===== src/hw/rtl/tbgc_pkg.sv =====
// shared types, codes and constants for the two-button gesture classifier
package tbgc_pkg;

  localparam int CFG_WIDTH          = 24;
  localparam int CFG_INDEX_WIDTH    = 2;
  localparam int IN_TIME_WIDTH      = 48;
  localparam int TIME_WIDTH_DEFAULT = 48;

  localparam logic [CFG_INDEX_WIDTH-1:0] REG_DEBOUNCE_TIME  = 2'd0;
  localparam logic [CFG_INDEX_WIDTH-1:0] REG_TAP_LIMIT      = 2'd1;
  localparam logic [CFG_INDEX_WIDTH-1:0] REG_BOTH_HOLD_TIME = 2'd2;

  localparam logic [CFG_WIDTH-1:0] DEBOUNCE_TIME_RESET  = 24'd30000;
  localparam logic [CFG_WIDTH-1:0] TAP_LIMIT_RESET      = 24'd3000000;
  localparam logic [CFG_WIDTH-1:0] BOTH_HOLD_TIME_RESET = 24'd5000000;

  localparam logic REQ_EDGE      = 1'b0;
  localparam logic REQ_CHECK     = 1'b1;
  localparam logic BUTTON_A      = 1'b0;
  localparam logic BUTTON_B      = 1'b1;
  localparam logic LEVEL_PRESSED = 1'b0;

  typedef enum logic [1:0] {
    GEST_TAP_A   = 2'd0,
    GEST_TAP_B   = 2'd1,
    GEST_LONG_B  = 2'd2,
    GEST_LONG_AB = 2'd3
  } gesture_t;

  typedef struct packed {
    logic [CFG_WIDTH-1:0] debounce_time;
    logic [CFG_WIDTH-1:0] tap_limit;
    logic [CFG_WIDTH-1:0] both_hold_time;
  } cfg_t;

  typedef struct packed {
    logic                     req_type;
    logic                     button;
    logic                     level;
    logic [IN_TIME_WIDTH-1:0] time_us;
  } item_t;

endpackage


===== src/hw/rtl/tbgc_ifs.sv =====
// valid/ready channel interfaces for edge/check items and gesture results
interface tbgc_in_if;
  logic                               valid;
  logic                               ready;
  logic                               req_type;
  logic                               button;
  logic                               level;
  logic [tbgc_pkg::IN_TIME_WIDTH-1:0] time_us;

  modport source (output valid, req_type, button, level, time_us, input ready);
  modport sink   (input valid, req_type, button, level, time_us, output ready);
endinterface

interface tbgc_out_if;
  logic       valid;
  logic       ready;
  logic [1:0] gesture;

  modport source (output valid, gesture, input ready);
  modport sink   (input valid, gesture, output ready);
endinterface


===== src/hw/rtl/tbgc_cfg_regs.sv =====
// configuration register bank written through the plain write port
module tbgc_cfg_regs (
  input  logic                                 clk,
  input  logic                                 rst,
  input  logic                                 cfg_wr_en,
  input  logic [tbgc_pkg::CFG_INDEX_WIDTH-1:0] cfg_index,
  input  logic [tbgc_pkg::CFG_WIDTH-1:0]       cfg_wdata,
  output tbgc_pkg::cfg_t                       cfg
);

  always_ff @(posedge clk) begin
    if (rst) begin
      cfg.debounce_time  <= tbgc_pkg::DEBOUNCE_TIME_RESET;
      cfg.tap_limit      <= tbgc_pkg::TAP_LIMIT_RESET;
      cfg.both_hold_time <= tbgc_pkg::BOTH_HOLD_TIME_RESET;
    end else if (cfg_wr_en) begin
      if (cfg_index == tbgc_pkg::REG_DEBOUNCE_TIME) begin
        cfg.debounce_time <= cfg_wdata;
      end
      if (cfg_index == tbgc_pkg::REG_TAP_LIMIT) begin
        cfg.tap_limit <= cfg_wdata;
      end
      if (cfg_index == tbgc_pkg::REG_BOTH_HOLD_TIME) begin
        cfg.both_hold_time <= cfg_wdata;
      end
    end
  end

endmodule


===== src/hw/rtl/tbgc_classify.sv =====
// per-button debounce and press state with the combinational gesture decision
module tbgc_classify #(
  parameter int TIME_WIDTH = tbgc_pkg::TIME_WIDTH_DEFAULT
) (
  input  logic               clk,
  input  logic               rst,
  input  logic               step,
  input  tbgc_pkg::item_t    item,
  input  tbgc_pkg::cfg_t     cfg,
  output logic               res_valid,
  output tbgc_pkg::gesture_t res_gesture
);

  logic [TIME_WIDTH-1:0] last_edge      [2];
  logic [TIME_WIDTH-1:0] last_edge_next [2];
  logic [TIME_WIDTH-1:0] press_start      [2];
  logic [TIME_WIDTH-1:0] press_start_next [2];
  logic [1:0]            is_held;
  logic [1:0]            is_held_next;
  logic [1:0]            long_consumed;
  logic [1:0]            long_consumed_next;

  logic [TIME_WIDTH-1:0] t;
  logic                  b;
  logic [TIME_WIDTH-1:0] since_edge;
  logic [TIME_WIDTH-1:0] held_for [2];
  logic [TIME_WIDTH-1:0] both_held_for;
  logic [TIME_WIDTH-1:0] debounce_time;
  logic [TIME_WIDTH-1:0] tap_limit;
  logic [TIME_WIDTH-1:0] both_hold_time;

  assign t              = TIME_WIDTH'(item.time_us);
  assign b              = item.button;
  assign debounce_time  = TIME_WIDTH'(cfg.debounce_time);
  assign tap_limit      = TIME_WIDTH'(cfg.tap_limit);
  assign both_hold_time = TIME_WIDTH'(cfg.both_hold_time);

  // all differences wrap modulo 2^TIME_WIDTH
  assign since_edge  = t - last_edge[b];
  assign held_for[0] = t - press_start[0];
  assign held_for[1] = t - press_start[1];
  // time since the later press
  assign both_held_for = (press_start[0] > press_start[1]) ? held_for[0] : held_for[1];

  always_comb begin
    last_edge_next     = last_edge;
    press_start_next   = press_start;
    is_held_next       = is_held;
    long_consumed_next = long_consumed;
    res_valid          = 1'b0;
    res_gesture        = tbgc_pkg::GEST_TAP_A;
    if (step) begin
      if (item.req_type == tbgc_pkg::REQ_CHECK) begin
        if (is_held[0] && is_held[1] && !long_consumed[0]
            && (both_held_for >= both_hold_time)) begin
          long_consumed_next = 2'b11;
          res_valid          = 1'b1;
          res_gesture        = tbgc_pkg::GEST_LONG_AB;
        end
      end else if (since_edge >= debounce_time) begin
        last_edge_next[b] = t;
        if (item.level == tbgc_pkg::LEVEL_PRESSED) begin
          if (!is_held[b]) begin
            is_held_next[b]     = 1'b1;
            press_start_next[b] = t;
          end
        end else if (is_held[b]) begin
          is_held_next[b] = 1'b0;
          if (long_consumed[b]) begin
            // release after long-AB is swallowed
            long_consumed_next[b] = 1'b0;
          end else if (held_for[b] < tap_limit) begin
            res_valid   = 1'b1;
            res_gesture = (b == tbgc_pkg::BUTTON_B) ? tbgc_pkg::GEST_TAP_B
                                                    : tbgc_pkg::GEST_TAP_A;
          end else if (b == tbgc_pkg::BUTTON_B) begin
            res_valid   = 1'b1;
            res_gesture = tbgc_pkg::GEST_LONG_B;
          end
        end
      end
    end
  end

  always_ff @(posedge clk) begin
    if (rst) begin
      last_edge[0]   <= '0;
      last_edge[1]   <= '0;
      press_start[0] <= '0;
      press_start[1] <= '0;
      is_held        <= '0;
      long_consumed  <= '0;
    end else begin
      last_edge     <= last_edge_next;
      press_start   <= press_start_next;
      is_held       <= is_held_next;
      long_consumed <= long_consumed_next;
    end
  end

endmodule


===== src/hw/rtl/two_button_gesture_classifier_core.sv =====
// top level of the two-button gesture classifier
//
//   channel   dir  handshake      payload
//   item_in   in   valid/ready    req_type, button, level, time_us
//   item_out  out  valid/ready    gesture
//   cfg       in   cfg_wr_en      cfg_index, cfg_wdata
//
// one item per cycle while the result register is not stalled; the input register
// loads at the accepting edge and the decision logic loads the result register from
// it on a step, and the result is offered from the result register
// reset clears button state and loads the default timing registers
// a stalled result holds the input register; item_in.ready falls only then
module two_button_gesture_classifier_core #(
  parameter int TIME_WIDTH = tbgc_pkg::TIME_WIDTH_DEFAULT
) (
  input  logic                                 clk,
  input  logic                                 rst,
  input  logic                                 cfg_wr_en,
  input  logic [tbgc_pkg::CFG_INDEX_WIDTH-1:0] cfg_index,
  input  logic [tbgc_pkg::CFG_WIDTH-1:0]       cfg_wdata,
  tbgc_in_if.sink                              item_in,
  tbgc_out_if.source                           item_out
);

  tbgc_pkg::cfg_t     cfg;
  tbgc_pkg::item_t    item_q;
  logic               item_valid;
  logic               step;
  logic               res_valid;
  tbgc_pkg::gesture_t res_gesture;
  logic               out_valid;
  tbgc_pkg::gesture_t out_gesture;

  assign step          = item_valid && (!out_valid || item_out.ready);
  assign item_in.ready = !item_valid || step;

  always_ff @(posedge clk) begin
    if (rst) begin
      item_valid <= 1'b0;
    end else if (item_in.ready) begin
      item_valid <= item_in.valid;
    end
  end

  always_ff @(posedge clk) begin
    if (item_in.ready && item_in.valid) begin
      item_q.req_type <= item_in.req_type;
      item_q.button   <= item_in.button;
      item_q.level    <= item_in.level;
      item_q.time_us  <= item_in.time_us;
    end
  end

  tbgc_cfg_regs u_cfg_regs (
    .clk       (clk),
    .rst       (rst),
    .cfg_wr_en (cfg_wr_en),
    .cfg_index (cfg_index),
    .cfg_wdata (cfg_wdata),
    .cfg       (cfg)
  );

  tbgc_classify #(
    .TIME_WIDTH (TIME_WIDTH)
  ) u_classify (
    .clk         (clk),
    .rst         (rst),
    .step        (step),
    .item        (item_q),
    .cfg         (cfg),
    .res_valid   (res_valid),
    .res_gesture (res_gesture)
  );

  always_ff @(posedge clk) begin
    if (rst) begin
      out_valid <= 1'b0;
    end else if (step) begin
      out_valid <= res_valid;
    end else if (item_out.ready) begin
      out_valid <= 1'b0;
    end
  end

  always_ff @(posedge clk) begin
    if (step && res_valid) begin
      out_gesture <= res_gesture;
    end
  end

  assign item_out.valid   = out_valid;
  assign item_out.gesture = out_gesture;

endmodule

===== src/flat_wrapper.sv =====
// flat-port wrapper written by rule: the top's interface ports become plain ports
module two_button_gesture_classifier_core_flat 
#(
  parameter int TIME_WIDTH = tbgc_pkg::TIME_WIDTH_DEFAULT
)
  (clk, rst, cfg_wr_en, cfg_index, cfg_wdata, item_in_valid, item_in_req_type, item_in_button, item_in_level, item_in_time_us, item_in_ready, item_out_valid, item_out_gesture, item_out_ready);
  tbgc_in_if item_in_i ();
  tbgc_out_if item_out_i ();
  input  logic clk;
  input  logic rst;
  input  logic cfg_wr_en;
  input  logic [tbgc_pkg::CFG_INDEX_WIDTH-1:0] cfg_index;
  input  logic [tbgc_pkg::CFG_WIDTH-1:0] cfg_wdata;
  input wire logic [$bits(item_in_i.valid)-1:0] item_in_valid;
  input wire logic [$bits(item_in_i.req_type)-1:0] item_in_req_type;
  input wire logic [$bits(item_in_i.button)-1:0] item_in_button;
  input wire logic [$bits(item_in_i.level)-1:0] item_in_level;
  input wire logic [$bits(item_in_i.time_us)-1:0] item_in_time_us;
  output wire logic [$bits(item_in_i.ready)-1:0] item_in_ready;
  output wire logic [$bits(item_out_i.valid)-1:0] item_out_valid;
  output wire logic [$bits(item_out_i.gesture)-1:0] item_out_gesture;
  input wire logic [$bits(item_out_i.ready)-1:0] item_out_ready;
  assign item_in_i.valid = item_in_valid;
  assign item_in_i.req_type = item_in_req_type;
  assign item_in_i.button = item_in_button;
  assign item_in_i.level = item_in_level;
  assign item_in_i.time_us = item_in_time_us;
  assign item_in_ready = item_in_i.ready;
  assign item_out_valid = item_out_i.valid;
  assign item_out_gesture = item_out_i.gesture;
  assign item_out_i.ready = item_out_ready;
  two_button_gesture_classifier_core #(.TIME_WIDTH(TIME_WIDTH)) u_core (.clk(clk), .rst(rst), .cfg_wr_en(cfg_wr_en), .cfg_index(cfg_index), .cfg_wdata(cfg_wdata), .item_in(item_in_i), .item_out(item_out_i));
endmodule

===== config.mk =====
export PLATFORM = sky130hd
export DESIGN_NAME = two_button_gesture_classifier_core_flat
export DESIGN_NICKNAME = d
export VERILOG_FILES = /design/src/hw/rtl/tbgc_pkg.sv /design/src/hw/rtl/tbgc_ifs.sv /design/src/hw/rtl/tbgc_cfg_regs.sv /design/src/hw/rtl/tbgc_classify.sv /design/src/hw/rtl/two_button_gesture_classifier_core.sv /design/src/flat_wrapper.sv
export SDC_FILE = /design/constraint.sdc
export NUM_CORES = 1
export LEC_CHECK = 0
export BUFFER_PORTS_ARGS = -buffer_cell sky130_fd_sc_hd__buf_2
export CORE_ASPECT_RATIO = 0.5
export CORE_MARGIN = 1.5
export CORE_UTILIZATION = 25
export DETAILED_ROUTE_END_ITERATION = 8
export HOLD_SLACK_MARGIN = 0.1
export MAX_ROUTING_LAYER = met4
export PLACE_DENSITY = 0.46
export SYNTH_ARGS = -nofsm -noshare
export SYNTH_HDL_FRONTEND = slang
export SYNTH_SLANG_ARGS = --single-unit

===== constraint.sdc =====
create_clock -name clk -period 18.9 [get_ports clk]
set_input_delay 0 -clock clk [delete_from_list [all_inputs] [get_ports clk]]
set_output_delay 0 -clock clk [all_outputs]
set_load 0.1 [all_outputs]

### Word-level counts from Yosys, hierarchy flattened

Index checks and enable logic that the tools add are counted.

* reductions and logical operators: 26
* bitwise logic cells: 8
* equal/unequal tests: 5
* muxes and demuxes: 46
* add/subtract/negate cells: 3
* magnitude comparators: 8

Operator list (count)
* $mux 48: 8
* $bwmux 96: 2
* $sub 48x48->48: 3
* $ge 48x24->1: 2
* $demux 48 s1: 1
* $gt 48x48->1: 1
* $lt 48x24->1: 1
* $mux 2: 17
* $mux 1: 17
* $reduce_and 5->1: 2
* $reduce_bool 2->1: 5
* $logic_and 1x1->1: 8
* $reduce_and 2->1: 3
* $reduce_and 6->1: 1
* $and 2x2->2: 2
* $ne 2x2->1 const B: 2
* $logic_not 1->1: 3
* $not 1->1: 3
* $reduce_and 3->1: 1
* $eq 2x1->1 const B: 1
* $eq 2x2->1 const B: 1
* $ge 2x2->1 const B: 1
* $logic_not 2->1: 1
* $logic_or 1x1->1: 2
* other kinds (8): 8

* output and inout port bits: 4
* word-level logic and storage cells: 112
* flip-flop bits (word level): 323
* input bits: 82

### Longest topological paths before layout

* depth in word-level cells: 13
* gate-level depth with buffers: 28
* gate-level depth less buffers: 24

### Modules after synthesis

A second synthesis with hierarchy kept.

* cells, all modules: 3070
* area, all modules: 25614.6 um2

Modules (own cells, without submodules)
* tbgc_classify: instances 1, seq. area each 3923.8 um2, cells each 2723, area each 21003.9 um2
* tbgc_cfg_regs: instances 1, seq. area each 1441.4 um2, cells each 283, area each 2916.5 um2
* two_button_gesture_classifier_core: instances 1, seq. area each 1631.6 um2, cells each 64, area each 1694.1 um2

### Worst setup path after synthesis

OpenSTA, ideal clock, no wires.

* path kind: register to register
* from: register u_core.item_q[49] (netlist bit)
* to: register u_core.u_classify.press_start[28] (netlist bit)
* buffers on the path: 5
* path slack: 12858 ps
* cell stages (with the launch flop): 25
* arrival time: 5914 ps
* required time: 18772 ps
* clock period less this slack: 6042 ps
* setup time: 128 ps
* cells stage by stage: edfxtp_1 > clkbuf_1 > buf_1 > buf_1 > mux2i_1 > fa_1 > a21o_1 > a221oi_2 > o21a_1 > o21ai_0 > xor2_1 > ha_1 > nand3_1 > a21oi_1 > a2111oi_0 > a211oi_1 > or4_1 > nor4_1 > nand4_1 > nor4_4 > nor4_1 > buf_4 > buf_6 > mux2i_1 > nor2_1

* cells in the longest elaborated chain, start to end: 7
* elaborated cells between the ends (all ways): 16
* those cells by class: 1 x add/sub; 3 x order compare; 8 x mux; 2 x bitwise; 2 x reduce/logical

RTL lines
* start, declared: line two_button_gesture_classifier_core.sv:26 `tbgc_pkg::item_t item_q;`
* $not 1->2 (implied by the code): line tbgc_classify.sv:39, tbgc_classify.sv:65
* $mux 48 (implied by the code) (3 in series): line tbgc_classify.sv:39 `assign since_edge = t - last_edge[b];`
* $sub 48x48->48: line tbgc_classify.sv:39
* $ge 48x24->1: line tbgc_classify.sv:60 `end else if (since_edge >= debounce_time) begin`
* $reduce_and 5->1 (no line)
* end signal, assigned: line tbgc_classify.sv:95 `press_start <= press_start_next;`
* end, declared: line tbgc_classify.sv:16 `logic [TIME_WIDTH-1:0] press_start [2];`

Several ways; a longest one is shown, not always the timed one. The select of a mux whose other input is x is not followed.
A chain may end at the register's enable or synchronous reset.

### Worst setup path after layout

* from: register u_core.item_q[49] (netlist bit)
* to: register u_core.u_classify.last_edge[5] (netlist bit)

* cells in the longest elaborated chain, start to end: 7
* elaborated cells between the ends (all ways): 13
* those cells by class: 1 x add/sub; 3 x order compare; 6 x mux; 1 x bitwise; 2 x reduce/logical

RTL lines
* $not 1->2 (implied by the code) (*): line tbgc_classify.sv:39, tbgc_classify.sv:61
* $mux 48 (implied by the code) (3 in series): line tbgc_classify.sv:39
* $sub 48x48->48: line tbgc_classify.sv:39
* $ge 48x24->1: line tbgc_classify.sv:60
* $reduce_and 3->1 (no line)
* end signal, assigned: line tbgc_classify.sv:94 `last_edge <= last_edge_next;`
* end, declared: line tbgc_classify.sv:14 `logic [TIME_WIDTH-1:0] last_edge [2];`

Every way passes the cells marked *; elsewhere a longest branch is shown, timed or not. The select of a mux whose other input is x is not followed.

==> flow_summary.toml <==
[run_status]
status = "completed"

[synthesis]
syn_avg_cell_area_sq_um = 8.14
ys_types = 84
synth_seq_cells = 323
synth.top_cell.area_share_pct = 22.0
synth_fp_nets = 3362
yosys-top-cells-area = "dfxtp_1 22%, ha_1 13%, mux2i_1 10%"
synth_ff_type = "dfxtp_1"
synth-edff-count = 53
synth_warnings = 0
yosysSeqAreaShare_pct = 28.5
syn_inst = 3017
yosys.area.top_type = "dfxtp_1"
synth_top_cells_by_count = "353 x nor2_1, 311 x nand2_1, 270 x dfxtp_1"
yosysMostFrequentCell = "nor2_1"
synthesis.area_sq_um = 24500
synthArstFlopShare_pct = 0

[routing]
via_per_inst = 5.00
drc = 0
firstDrtPassIters = 6
wl_mm = 89.2
wl_per_cell_um = 19.9
drt_iter0_drc = 1748
vias = 22400
antenna_left = 0

[worst_setup_path]
worstSetupEndpoint = "u_core.u_classify.last_edge[5]$_SDFFE_PP0P_"
worstPathMaxFanout = 43
r2r_end = "u_core.u_classify.last_edge[5]$_SDFFE_PP0P_"
worstSetupStartpoint = "u_core.item_q[49]$_DFFE_PP_"
cp.required_ns = 19.33
cp.arrival_ns = 8.21
r2r_cells = 21
timing.rr.start = "u_core.item_q[49]$_DFFE_PP_"
critPathLaunchType = "flip-flop"
r2r_setup_slack_ns = 11.12
end_kind = "flip-flop"
crit_type = "reg2reg"

[global_routing]
grt_max_degree = 127
grt_pass1_wl_mm = 135
antenna_found_initial = 2
first_global_vias = 21500
overflow = 0
grt_use_total_pct = 18.0

[placement]
place.gp.congestion = 0.929
place_hpwl_mm = 70.2
port_buffers = 85

[layout]
num_antenna_cells = 0
final_layout_size_suffix_gt1_share_pct = 7.82
area_growth_pct = 16.3
final_net_count = 3474
fin_util_pct = 29.3

[clock_network]
root_buffer = "clkbuf_16"
h-tree-depth = 2
clock_sinks = 323
cts_made_buffers = 38
clkTransAtPathRegs_ns = 0.06
clockBufferDepth = 3
cts_tree = "yes"
clk_latency_ns = 0.59
post_cts_buffers = 0

[floorplanning]
fp.coreArea_sq_um = 97500
fp.dieW_um = 446
dieArea_sq_um = 100000
fp.dieH_um = 225
io_pins = 86
rows = 81
start_util_pct = 25.2

[sta]
fin_crit_ns = 7.78
rsz0062_at_grt = "false"
fin_tns_setup_ns = 0
worstMarginPinSlew_ns = 1.15
skew_ns = 0.0135
max_freq_mhz = 129
timing.slew.headroom_pct = 22.6
final_hold_viol_count = 0
drv_slew = 0
period_share_pct = 41.2
setup_violations = 0

[power]
power_density_nw_per_um2 = 77.3
leakagePower_nw = 10.7
p_comb_share_pct = 31.7
seq_power_share_pct = 34.2
internal_power_w = 0.00143
switching_share_pct = 35.3
vdd_drop_max_mv = 0.0517
p_switching_w = 0.000780
pwr-share-clk_pct = 34.1
power_w = 0.00221

[hold_path]
hold_class = "in2reg"

[run]
cap_violations = 0
how the worst min path moves through the flow:
stage | startpoint | to | slack (ns) | cells past startpoint
2_1_floorplan | item_in_time_us[0] | u_core.item_q[0]$_DFFE_PP_ | 0.1 | 0
3_3_place_gp | item_in_time_us[28] | u_core.item_q[28]$_DFFE_PP_ | 0.18 | 1
3_5_place_dp | item_in_time_us[26] | u_core.item_q[26]$_DFFE_PP_ | 0.18 | 1
4_1_cts | item_in_time_us[35] | u_core.item_q[35]$_DFFE_PP_ | 0.10 | 2
5_1_grt | item_in_time_us[44] | u_core.item_q[44]$_DFFE_PP_ | 0.12 | 2
6_report | item_in_time_us[40] | u_core.item_q[40]$_DFFE_PP_ | 0.13 | 2
worst max-delay path, stage by stage, from the launching register on:
cell,delay [ns]
edfxtp_1,0.32
buf_4,0.34
buf_4,0.67
mux2i_1,0.21
ha_1,0.51
nand4_1,0.34
a2111oi_1,0.94
o21ai_0,0.36
and2_1,0.30
o21ai_0,0.19
xor2_1,0.19
ha_1,0.27
nand4_1,0.11
a211oi_1,0.09
or4_1,0.51
nor4_1,0.35
nand4_1,0.23
nor4_4,0.60
nor2_4,0.34
buf_4,0.39
mux2i_1,0.23
nor2_1,0.06
sequential cells by signal, summed over array words and instances (netlist names), named ones only:
signal / flops
u_core.item_out.gesture: 2
u_core.u_classify.press_start: 96
u_core.item_q: 51
u_core.item_valid: 1
u_core.item_out.valid: 1
u_core.u_classify.last_edge: 96
u_core.u_cfg_regs.cfg: 72
u_core.u_classify.long_consumed: 2
final cells by class:
class                      instances  area (sq um)
multi-input combinational       2367         16300
fill                           10500         69000
inverter                         185           694
timing repair buffer             214          1660
clock inverter                    19           185
sequential                       323          7000
clock buffer                      49          1050
tap                             1328          1660
metrics by stage:
step | area, sq um | std cells | hold slack (ns) | setup WS [ns]
floorplan | 24500 | 3017 | 0.0989 | 12.86
global placement | 26300 | 4316 | 0.176 | 11.22
detailed placement | 26300 | 4316 | 0.178 | 11.15
CTS | 28500 | 4485 | 0.103 | 11.08
global route | 28500 | 4485 | 0.124 | 10.58
finish | 28500 | 4485 | 0.132 | 11.12
cell families (layout without fill, tap and decap cells):
group	Yosys count	count (layout)	synth area share [%]
xor gates and xnor gates	104	104	3.71
DFF	323	323	28.5
and+or+nand+nor	974	974	18.0
adders and majority gates	263	263	13.5
buffers and inverters	327	467	5.27
AOI/OAI and AO/OA	735	735	19.0
muxes	291	291	12.0
cell usage in the layout, fill, tap and decap left out, types with 39 or more instances in the layout:
cell	instances
inv_1	184
buf_2	84
nand4_1	89
edfxtp_1	53
a21oi_1	269
clkbuf_16	39
xnor2_1	62
xor2_1	42
ha_1	260
dfxtp_1	270
mux2i_1	256
nand2_1	311
dlygate4sd3_1	101
o21ai_0	130
nor2_1	351
a21o_1	68
repair_timing:
| action | CTS | global route |
|---|---|---|
| endpoints found under the setup margin | 0 | 0 |
| gates resized for setup | 0 | 0 |
| hold buffers | 101 | 0 |
| hold endpoints to repair | 137 | 0 |
power by group through the flow:
stage                     sequential (W)  clock, W  combinational [W]
after CTS                       0.000757  0.000782           0.000695
after floorplan                 0.000756         0           0.000473
after global placement          0.000772         0           0.000672
final                           0.000755  0.000753           0.000699
after global routing            0.000758  0.000806           0.000772
after detailed placement        0.000772         0           0.000673
per-layer routing:
layer / vias to the layer above / GRT usage [%] / routed length, um
met5: - / - / 0
met1: 10800 / 24.8 / 43800
met3: 91 / 2.01 / 3520
met2: 428 / 28.1 / 40100
li1: 11100 / - / -
met4: 0 / 3.85 / 1800
(Power assumes the default switching activity.)
